$ cat config.mk
export PLATFORM = sky130hd
export DESIGN_NAME = zero_offset_trimmed_top_average_top
export DESIGN_NICKNAME = d
export VERILOG_FILES = /design/src/sv/zotta_pkg.sv /design/src/sv/zero_offset_trimmed_top_average_top.sv /design/src/sv/zotta_top_list.sv /design/src/sv/zotta_mean.sv
export SDC_FILE = /design/constraint.sdc
export NUM_CORES = 1
export LEC_CHECK = 0
export BUFFER_PORTS_ARGS = -buffer_cell sky130_fd_sc_hd__buf_2
export CAP_MARGIN = 25
export CORE_ASPECT_RATIO = 1.2
export CORE_UTILIZATION = 45
export DETAILED_ROUTE_END_ITERATION = 10
export GPL_TIMING_DRIVEN = 0
export MAX_ROUTING_LAYER = met4
export PLACE_DENSITY = 0.71
export SLEW_MARGIN = 20
export SYNTH_ARGS = -nofsm -noshare
export SYNTH_HDL_FRONTEND = slang
export SYNTH_SLANG_ARGS = --single-unit
$ cat constraint.sdc
create_clock -name clk -period 4.3 [get_ports clk]
set_input_delay 0.86 -clock clk [delete_from_list [all_inputs] [get_ports clk]]
set_output_delay 0.86 -clock clk [all_outputs]
set_load 0.02 [all_outputs]
$ cat src/sv/zotta_pkg.sv
// zotta_pkg: shared types and constants for the zero-offset trimmed-mean capture block.
// No dependencies; imported by every module of the block.
package zotta_pkg;

	localparam int SAMPLE_W        = 24;
	localparam int CAPTURE_SAMPLES = 30;
	localparam int AVERAGE_COUNT   = 4;
	localparam int TOP_DEPTH       = AVERAGE_COUNT + 1;
	localparam int CNT_W           = $clog2(CAPTURE_SAMPLES + 1);
	localparam int AVG_SHIFT       = $clog2(AVERAGE_COUNT);
	localparam int SUM_W           = SAMPLE_W + AVG_SHIFT;

	localparam logic OP_SAMPLE  = 1'b0;
	localparam logic OP_RESTART = 1'b1;

	typedef logic signed [SAMPLE_W-1:0] sample_t;

	localparam sample_t SAMPLE_MIN = {1'b1, {(SAMPLE_W-1){1'b0}}};

	// one input item
	typedef struct packed {
		logic    opcode;
		logic    arm;
		sample_t sample;
	} item_t;

	// sorted list, entry 0 is the largest
	typedef logic [TOP_DEPTH-1:0][SAMPLE_W-1:0] top_list_t;

	// list stage to mean stage
	typedef struct packed {
		logic fire;
	} mean_ctrl_t;

endpackage

$ cat src/sv/zero_offset_trimmed_top_average_top.sv
// zero_offset_trimmed_top_average_top: zero-offset capture, trimmed mean of the top samples.
// Depends on zotta_pkg, zotta_top_list, zotta_mean.
//
//  channel | ports                               | transfer when
//  --------+-------------------------------------+---------------------------
//  item in | start, busy, opcode, arm, sample    | start && !busy at clk rise
//  result  | done, zero_value                    | done high (one cycle)
//
// One item is taken every cycle while busy is low; busy is high only in the first
// cycle after reset release. An item passes through the input register, the
// sorted insert (five parallel compares) then updates the list and the fire
// flag, and the adder for the four trimmed entries feeds the result register,
// which is loaded together with done from the fire flag set by the thirtieth
// sample's transfer. The receiver cannot stall; done is a single-cycle
// strobe. Reset is asynchronous, active low, and fills the list with the most
// negative sample value.
module zero_offset_trimmed_top_average_top
	import zotta_pkg::*;
(
	input  logic    clk,
	input  logic    arst_n,
	input  logic    start,
	output logic    busy,
	input  logic    opcode,
	input  logic    arm,
	input  sample_t sample,
	output logic    done,
	output sample_t zero_value
);

	logic       busy_q;
	logic       item_vld_s1;
	item_t      item_s1;
	top_list_t  top_list;
	mean_ctrl_t mean_ctrl;

	// hold off the first cycle after reset release
	always_ff @(posedge clk or negedge arst_n) begin
		if (!arst_n) begin
			busy_q      <= 1'b1;
			item_vld_s1 <= 1'b0;
		end else begin
			busy_q      <= 1'b0;
			item_vld_s1 <= start && !busy_q;
		end
	end

	// input register, payload only
	always_ff @(posedge clk) begin
		if (start && !busy_q) begin
			item_s1.opcode <= opcode;
			item_s1.arm    <= arm;
			item_s1.sample <= sample;
		end
	end

	assign busy = busy_q;

	zotta_top_list u_list (
		.clk         (clk),
		.arst_n      (arst_n),
		.item_vld_s1 (item_vld_s1),
		.item_s1     (item_s1),
		.top_list    (top_list),
		.mean_ctrl   (mean_ctrl)
	);

	zotta_mean u_mean (
		.clk        (clk),
		.arst_n     (arst_n),
		.top_list   (top_list),
		.mean_ctrl  (mean_ctrl),
		.done       (done),
		.zero_value (zero_value)
	);

endmodule

$ cat src/sv/zotta_top_list.sv
// zotta_top_list: sorted register list of the largest samples, sample counter and arm flag.
// Depends on zotta_pkg.
module zotta_top_list
	import zotta_pkg::*;
(
	input  logic       clk,
	input  logic       arst_n,
	input  logic       item_vld_s1,
	input  item_t      item_s1,
	output top_list_t  top_list,
	output mean_ctrl_t mean_ctrl
);

	top_list_t            top_q;
	top_list_t            top_ins;
	logic [TOP_DEPTH-1:0] gt;
	logic [CNT_W-1:0]     count_q;
	logic                 armed_q;
	logic                 fire_q;
	logic                 take;
	logic                 last;

	// gt is monotone over a descending list; an equal sample lands below equal entries
	always_comb begin
		for (int i = 0; i < TOP_DEPTH; i++) begin
			gt[i] = item_s1.sample > $signed(top_q[i]);
		end
		top_ins[0] = gt[0] ? item_s1.sample : top_q[0];
		for (int i = 1; i < TOP_DEPTH; i++) begin
			if (gt[i-1]) begin
				top_ins[i] = top_q[i-1];
			end else if (gt[i]) begin
				top_ins[i] = item_s1.sample;
			end else begin
				top_ins[i] = top_q[i];
			end
		end
	end

	assign take = item_vld_s1 && (item_s1.opcode == OP_SAMPLE) && armed_q;
	assign last = count_q == CNT_W'(CAPTURE_SAMPLES - 1);

	always_ff @(posedge clk or negedge arst_n) begin
		if (!arst_n) begin
			top_q   <= {TOP_DEPTH{SAMPLE_MIN}};
			count_q <= '0;
			armed_q <= 1'b0;
			fire_q  <= 1'b0;
		end else begin
			fire_q <= take && last;
			if (item_vld_s1 && item_s1.opcode == OP_RESTART) begin
				top_q   <= {TOP_DEPTH{SAMPLE_MIN}};
				count_q <= '0;
				armed_q <= item_s1.arm;
			end else if (take) begin
				top_q   <= top_ins;
				count_q <= count_q + 1'b1;
				if (last) begin
					armed_q <= 1'b0;
				end
			end
		end
	end

	assign top_list       = top_q;
	assign mean_ctrl.fire = fire_q;

endmodule

$ cat src/sv/zotta_mean.sv
// zotta_mean: sums entries 1..AVERAGE_COUNT of the top list and registers the floor mean.
// Depends on zotta_pkg.
module zotta_mean
	import zotta_pkg::*;
(
	input  logic       clk,
	input  logic       arst_n,
	input  top_list_t  top_list,
	input  mean_ctrl_t mean_ctrl,
	output logic       done,
	output sample_t    zero_value
);

	logic signed [SUM_W-1:0] sum;
	logic                    done_q;
	sample_t                 zero_value_q;

	always_comb begin
		sum = '0;
		for (int i = 1; i < TOP_DEPTH; i++) begin
			sum = sum + SUM_W'($signed(top_list[i]));
		end
	end

	always_ff @(posedge clk or negedge arst_n) begin
		if (!arst_n) begin
			done_q <= 1'b0;
		end else begin
			done_q <= mean_ctrl.fire;
		end
	end

	// arithmetic shift of the sum: floor division by the average count
	always_ff @(posedge clk) begin
		if (mean_ctrl.fire) begin
			zero_value_q <= sum[SUM_W-1:AVG_SHIFT];
		end
	end

	assign done       = done_q;
	assign zero_value = zero_value_q;

endmodule

# After elaboration in Yosys (flattened, before gate mapping)
# Cells that the tools add are included.
# totals
ff_bits	180
in_bits	29
out_inout_bits	26
elab_cells	61
# classes
add_sub_neg	4
order_cmp	5
eq_ne	1
mux	16
n_bitwise	1
reduce_logical	19
# ops
cell	n
2-to-1 mux 120 bit	2
2-to-1 mux 24 bit	9
greater-than comparator 24 bit	5
adder 25 x 24 -> 26 bit	1
adder 26 x 24 -> 26 bit	1
adder 24 x 24 -> 25 bit	1
AND reduction 2 bit	6
nonzero test 3 bit	4
2-to-1 mux 5 bit	2
nonzero test 2 bit	3
adder 5 x 1 -> 5 bit, second input constant	1
equality test 5 bit, second input constant	1
logical AND 1 bit	5
2-to-1 mux 1 bit	3
zero test 1 bit	1
NOT 1 bit	1

# Longest topological paths before layout
# logic_depth
word_depth	5
ltp_mapped	15
mapped_depth_nobuf	15

# Modules after synthesis
# Synthesis repeated with hierarchy kept, for this count alone.
# unflattened
cells_unflattened	1351
hier_area_um2	13130.1
# by_module_without_submodules
module	instances	cells_each	area_per_inst_um2	seq_area_each_um2
zotta_top_list	1	929	8777.2	3184.3
zotta_mean	1	392	3503.4	745.7
zero_offset_trimmed_top_average_top	1	30	849.6	832.0

# Worst setup path before layout
# Ideal clock, no wire load.
# synth_path
path_type	register to register
startpoint	register u_list.top_q (netlist bit u_list.top_list[50])
endpoint	register u_mean.zero_value_q[22] (netlist: u_mean.zero_value[22]), data pin
t_arrival_ps	3157
path_slack_ps	878
path_stages_with_launch	14
path_buffers	0
period_less_slack_ps	3422
cell_sequence	dfrtp_1 > inv_1 > fa_1 > fa_1 > inv_1 > ha_1 > and4b_1 > nor4_1 > o21ai_0 > a21oi_1 > o31ai_1 > a31oi_1 > o21ai_0 > xor2_1
# synth_between
elab_chain_cells	3
# synth_lines
element	line_no	rtl
start, declared	zotta_top_list.sv:14	top_list_t top_q;
start signal, assigned	zotta_top_list.sv:45	top_q <= {TOP_DEPTH{SAMPLE_MIN}};
start signal, assigned	zotta_top_list.sv:52	top_q <= {TOP_DEPTH{SAMPLE_MIN}};
start signal, assigned	zotta_top_list.sv:56	top_q <= top_ins;
adder 24 x 24 -> 25 bit	zotta_mean.sv:21	sum = sum + SUM_W'($signed(top_list[i]));
adder 25 x 24 -> 26 bit	zotta_mean.sv:21	
adder 26 x 24 -> 26 bit	zotta_mean.sv:21	
net u_mean.sum[24]	zotta_mean.sv:14	logic signed [SUM_W-1:0] sum;
end signal, assigned	zotta_mean.sv:36	zero_value_q <= sum[SUM_W-1:AVG_SHIFT];
end, declared	zotta_mean.sv:16	sample_t zero_value_q;
# The timed path passes the listed nets, and every way through them passes these cells.
# A chain may end at the register's enable or synchronous reset.

# Final worst setup path
# layout_path
startpoint	register u_list.top_q (netlist bit u_list.top_list[34])
endpoint	register u_mean.zero_value_q[22] (netlist: u_mean.zero_value[22]), data pin
# The elaborated chain is that of the path after synthesis.

==> results_dict.tcl <==
set metrics [dict create \
    status "completed" \
    synth_ff_type "dfrtp_1" \
    clockBufferDepth 2 \
    min_period_over_period 0.973 \
    required_ns 4.49 \
    grt.total_usage 0.252 \
    rsz0062_at_grt "no" \
    drt_iter0_markers 727 \
    nFillCells 2671 \
    via_count 10300 \
    portBuffers 54 \
    r2r_end "u_mean.zero_value[22]" \
    synth_edf_count 50 \
    netlist_area_sq_um 13300 \
    clk_latency_ns 0.45 \
    max_freq_ghz 0.239 \
    drc 0 \
    ctsHoldBuffers 0 \
    stdcell_area_sq_um 14800 \
    cts_tree "done" \
    path_class "register to register" \
    grt_pass1_vias 10600 \
    cp-start-kind "register" \
    path_max_fanout 3 \
    cts_sinks 180 \
    cp-end-kind "register" \
    synthMuxAreaShare 0.116 \
    fin_ws_ns 0.117 \
    finalHoldViolCount 0 \
    fp-row-count 68 \
    cts_root_buf "clkbuf_16" \
    crit_start "u_list.top_list[34]" \
    antenna_found_initial 0 \
    synth_top_family_by_area "adder cells" \
    tns_ns 0 \
    grt_pass1_wl_microns 56900 \
    finalWirelength_microns 35800 \
    grt_start_max_net_pins 71 \
    fin_nets 1628 \
    dp_slack_ns -0.145 \
    arrival_ns 4.37 \
    finalSetupViolCount 0 \
    die_area_sq_um 30300 \
    r2r_cells 13 \
    place_congestion 0.915 \
    synth_nets 1553 \
    grt_overflow 0 \
    async_flop_share 0.722 \
    viasPerCell 5.73 \
    synth_xor_area_frac 0.0138 \
    drive_gt1_frac 0.145 \
    synth-simple-area-share 0.121 \
    diodes 0 \
    postRouteAntennaNets 0 \
    h-tree-depth 4 \
    cap_violations 0 \
    hp-class "input port to asynchronous set/reset pin" \
    seq_area_sq_um 4760 \
    multiInputGateArea_sq_um 7700 \
    die_w_microns 159 \
    clk_pin_slew_ns 0.08 \
    wl_per_cell_microns 19.9 \
    min_period_ns 4.18 \
    dr.pass1.iters 5 \
    power_leakage_uw 0.00676 \
    tightest_slew_ns 0.811 \
    fp.dieH_microns 190 \
    ys_seq_area_frac 0.358 \
    area_delta_synth_final_pct 10.9 \
    hpwl_microns 27400 \
    ys.warnings.count 0 \
    start_util 0.460 \
    syn-mean-instance-area_sq_um 10.0 \
    regToRegSetupSlack_ns 0.12 \
    ys_types 72 \
    synth-adder-area-share 0.210 \
    core_area_sq_um 28900 \
    postPlaceCellArea_sq_um 14100 \
    drv_slew 0 \
    synth-seq-cells 180 \
    peakVddDrop_mv 0.387 \
    power_density_nw_per_um2 818 \
    synth-compound-area-share 0.113 \
    relSlewSlack 0.444 \
    postSynthCellCount 1330 \
    clock_skew_ns 0.0145 \
    r2r_start "u_list.top_list[34]" \
    pin_count 55 \
    cts_made_buffers 17 \
]
-- registers in the layout (all words and copies together), names as in the netlist --
name,cells
u_list.top_list,120
u_mean.zero_value,24
busy,1
u_list.count_q,5
item_vld_s1,1
u_list.mean_ctrl,1
u_list.armed_q,1
item_s1,26
u_mean.done,1
-- routing by layer --
metal  up-vias  part of all wire  routed length, microns  global-route usage
li1       4807                 -                       -                   -
met1      5133              0.41                   14800               0.295
met2       308              0.50                   18100               0.435
met4         0             0.037                    1320               0.116
met5         -                 0                       0                   -
met3        88             0.045                    1600              0.0315
-- final cells by class --
cell class,instances,share of cell area
repair buffers,56,0.0227
flip-flops and latches,180,0.322
multi-input cells,926,0.521
plain buffers,43,0.0156
well taps,385,0.0326
clock inverters,13,0.00940
inverters,181,0.0460
clock buffers,19,0.0306
-- synthesized netlist by cell type (4+ instances only) --
master | count | area [sq um]
fa_1 | 49 | 981
o21a_1 | 7 | 52.6
xor2_1 | 6 | 52.6
nor2_1 | 62 | 233
mux2_2 | 72 | 811
buf_2 | 4 | 20.0
nand3_1 | 38 | 190
a211oi_1 | 11 | 82.6
mux2i_1 | 73 | 731
o211ai_1 | 8 | 60.1
nand2_1 | 141 | 529
buf_4 | 9 | 67.6
dfrtp_1 | 124 | 3100
nand2b_1 | 5 | 31.3
and3_1 | 27 | 169
clkbuf_1 | 25 | 93.8
nand4_1 | 21 | 131
buf_6 | 4 | 45.0
nor4_1 | 10 | 62.6
o31ai_1 | 5 | 37.5
o21ai_0 | 55 | 275
a221o_1 | 23 | 230
xnor2_1 | 15 | 131
a21oi_1 | 65 | 325
ha_1 | 145 | 1810
a21o_1 | 17 | 128
dfstp_2 | 6 | 158
nor2b_1 | 5 | 31.3
edfxtp_1 | 50 | 1500
nor3_1 | 12 | 60.1
inv_1 | 180 | 676
-- kinds of logic (layout without fill, tap and decap cells) --
family                     count (synthesis)  in the layout
and+or+nand+nor                          340            340
buffers and inverters                    224            312
muxes                                    145            145
other                                      1              1
DFF                                      180            180
AOI/OAI and AO/OA                        225            225
xor gates and xnor gates                  21             21
adders and majority gates                194            194
-- worst max-delay path, cell delays in order, from the launching register on --
cell and delay, ns:
dfrtp_1 0.38, inv_1 0.15, fa_1 0.45, fa_1 0.51, inv_1 0.05, ha_1 0.33
o21ai_0 0.41, a21oi_1 0.15, nand2b_1 0.20, o21ai_0 0.43, o31ai_2 0.17, a31oi_1 0.32
o21ai_0 0.18, xor2_1 0.17
-- how the worst max path moves through the flow --
stage                                 end  slack [ns]  cells after the start
floorplan           u_mean.zero_value[22]        0.88                     13
global placement    u_mean.zero_value[22]       -0.08                     13
detailed placement  u_mean.zero_value[22]       -0.15                     13
CTS                 u_mean.zero_value[22]        0.02                     13
global route        u_mean.zero_value[22]        0.02                     13
finish              u_mean.zero_value[22]        0.12                     13
-- where the power goes --
group / total [uW] / switching (uW) / internal [uW]
Clock: 1630 / 772 / 854
Sequential: 2670 / 218 / 2450
Combinational: 7790 / 4590 / 3200
Total: 12100 / 5580 / 6510
-- cells in the final DEF, fill, tap and decap left out, types with 54 or more instances in the layout --
| cell type | count |
|---|---|
| nand2_1 | 141 |
| mux2_2 | 72 |
| buf_2 | 57 |
| inv_1 | 180 |
| o21ai_0 | 54 |
| ha_1 | 145 |
| mux2i_1 | 73 |
| nor2_1 | 62 |
| dfrtp_1 | 123 |
| a21oi_1 | 64 |
-- per-stage QoR --
| stage | hold slack (ns) | std cells | power [uW] | utilization |
|---|---|---|---|---|
| after floorplan | 0.424 | 1330 | 8400 | - |
| after global placement | 0.484 | 1769 | 10100 | 0.486 |
| after detailed placement | 0.459 | 1771 | 10300 | 0.489 |
| after CTS | 0.365 | 1803 | 12000 | 0.510 |
| after global routing | 0.392 | 1803 | 13100 | 0.511 |
| final | 0.354 | 1803 | 12100 | 0.511 |
-- timing repair --
action,4_1_cts,5_1_grt
hold endpoints to repair,0,0
resized for setup,2,6
setup endpoints to repair,2,27
pin swaps,0,0
buffers inserted,0,0
No activity file was read; power rests on OpenSTA's default activity.
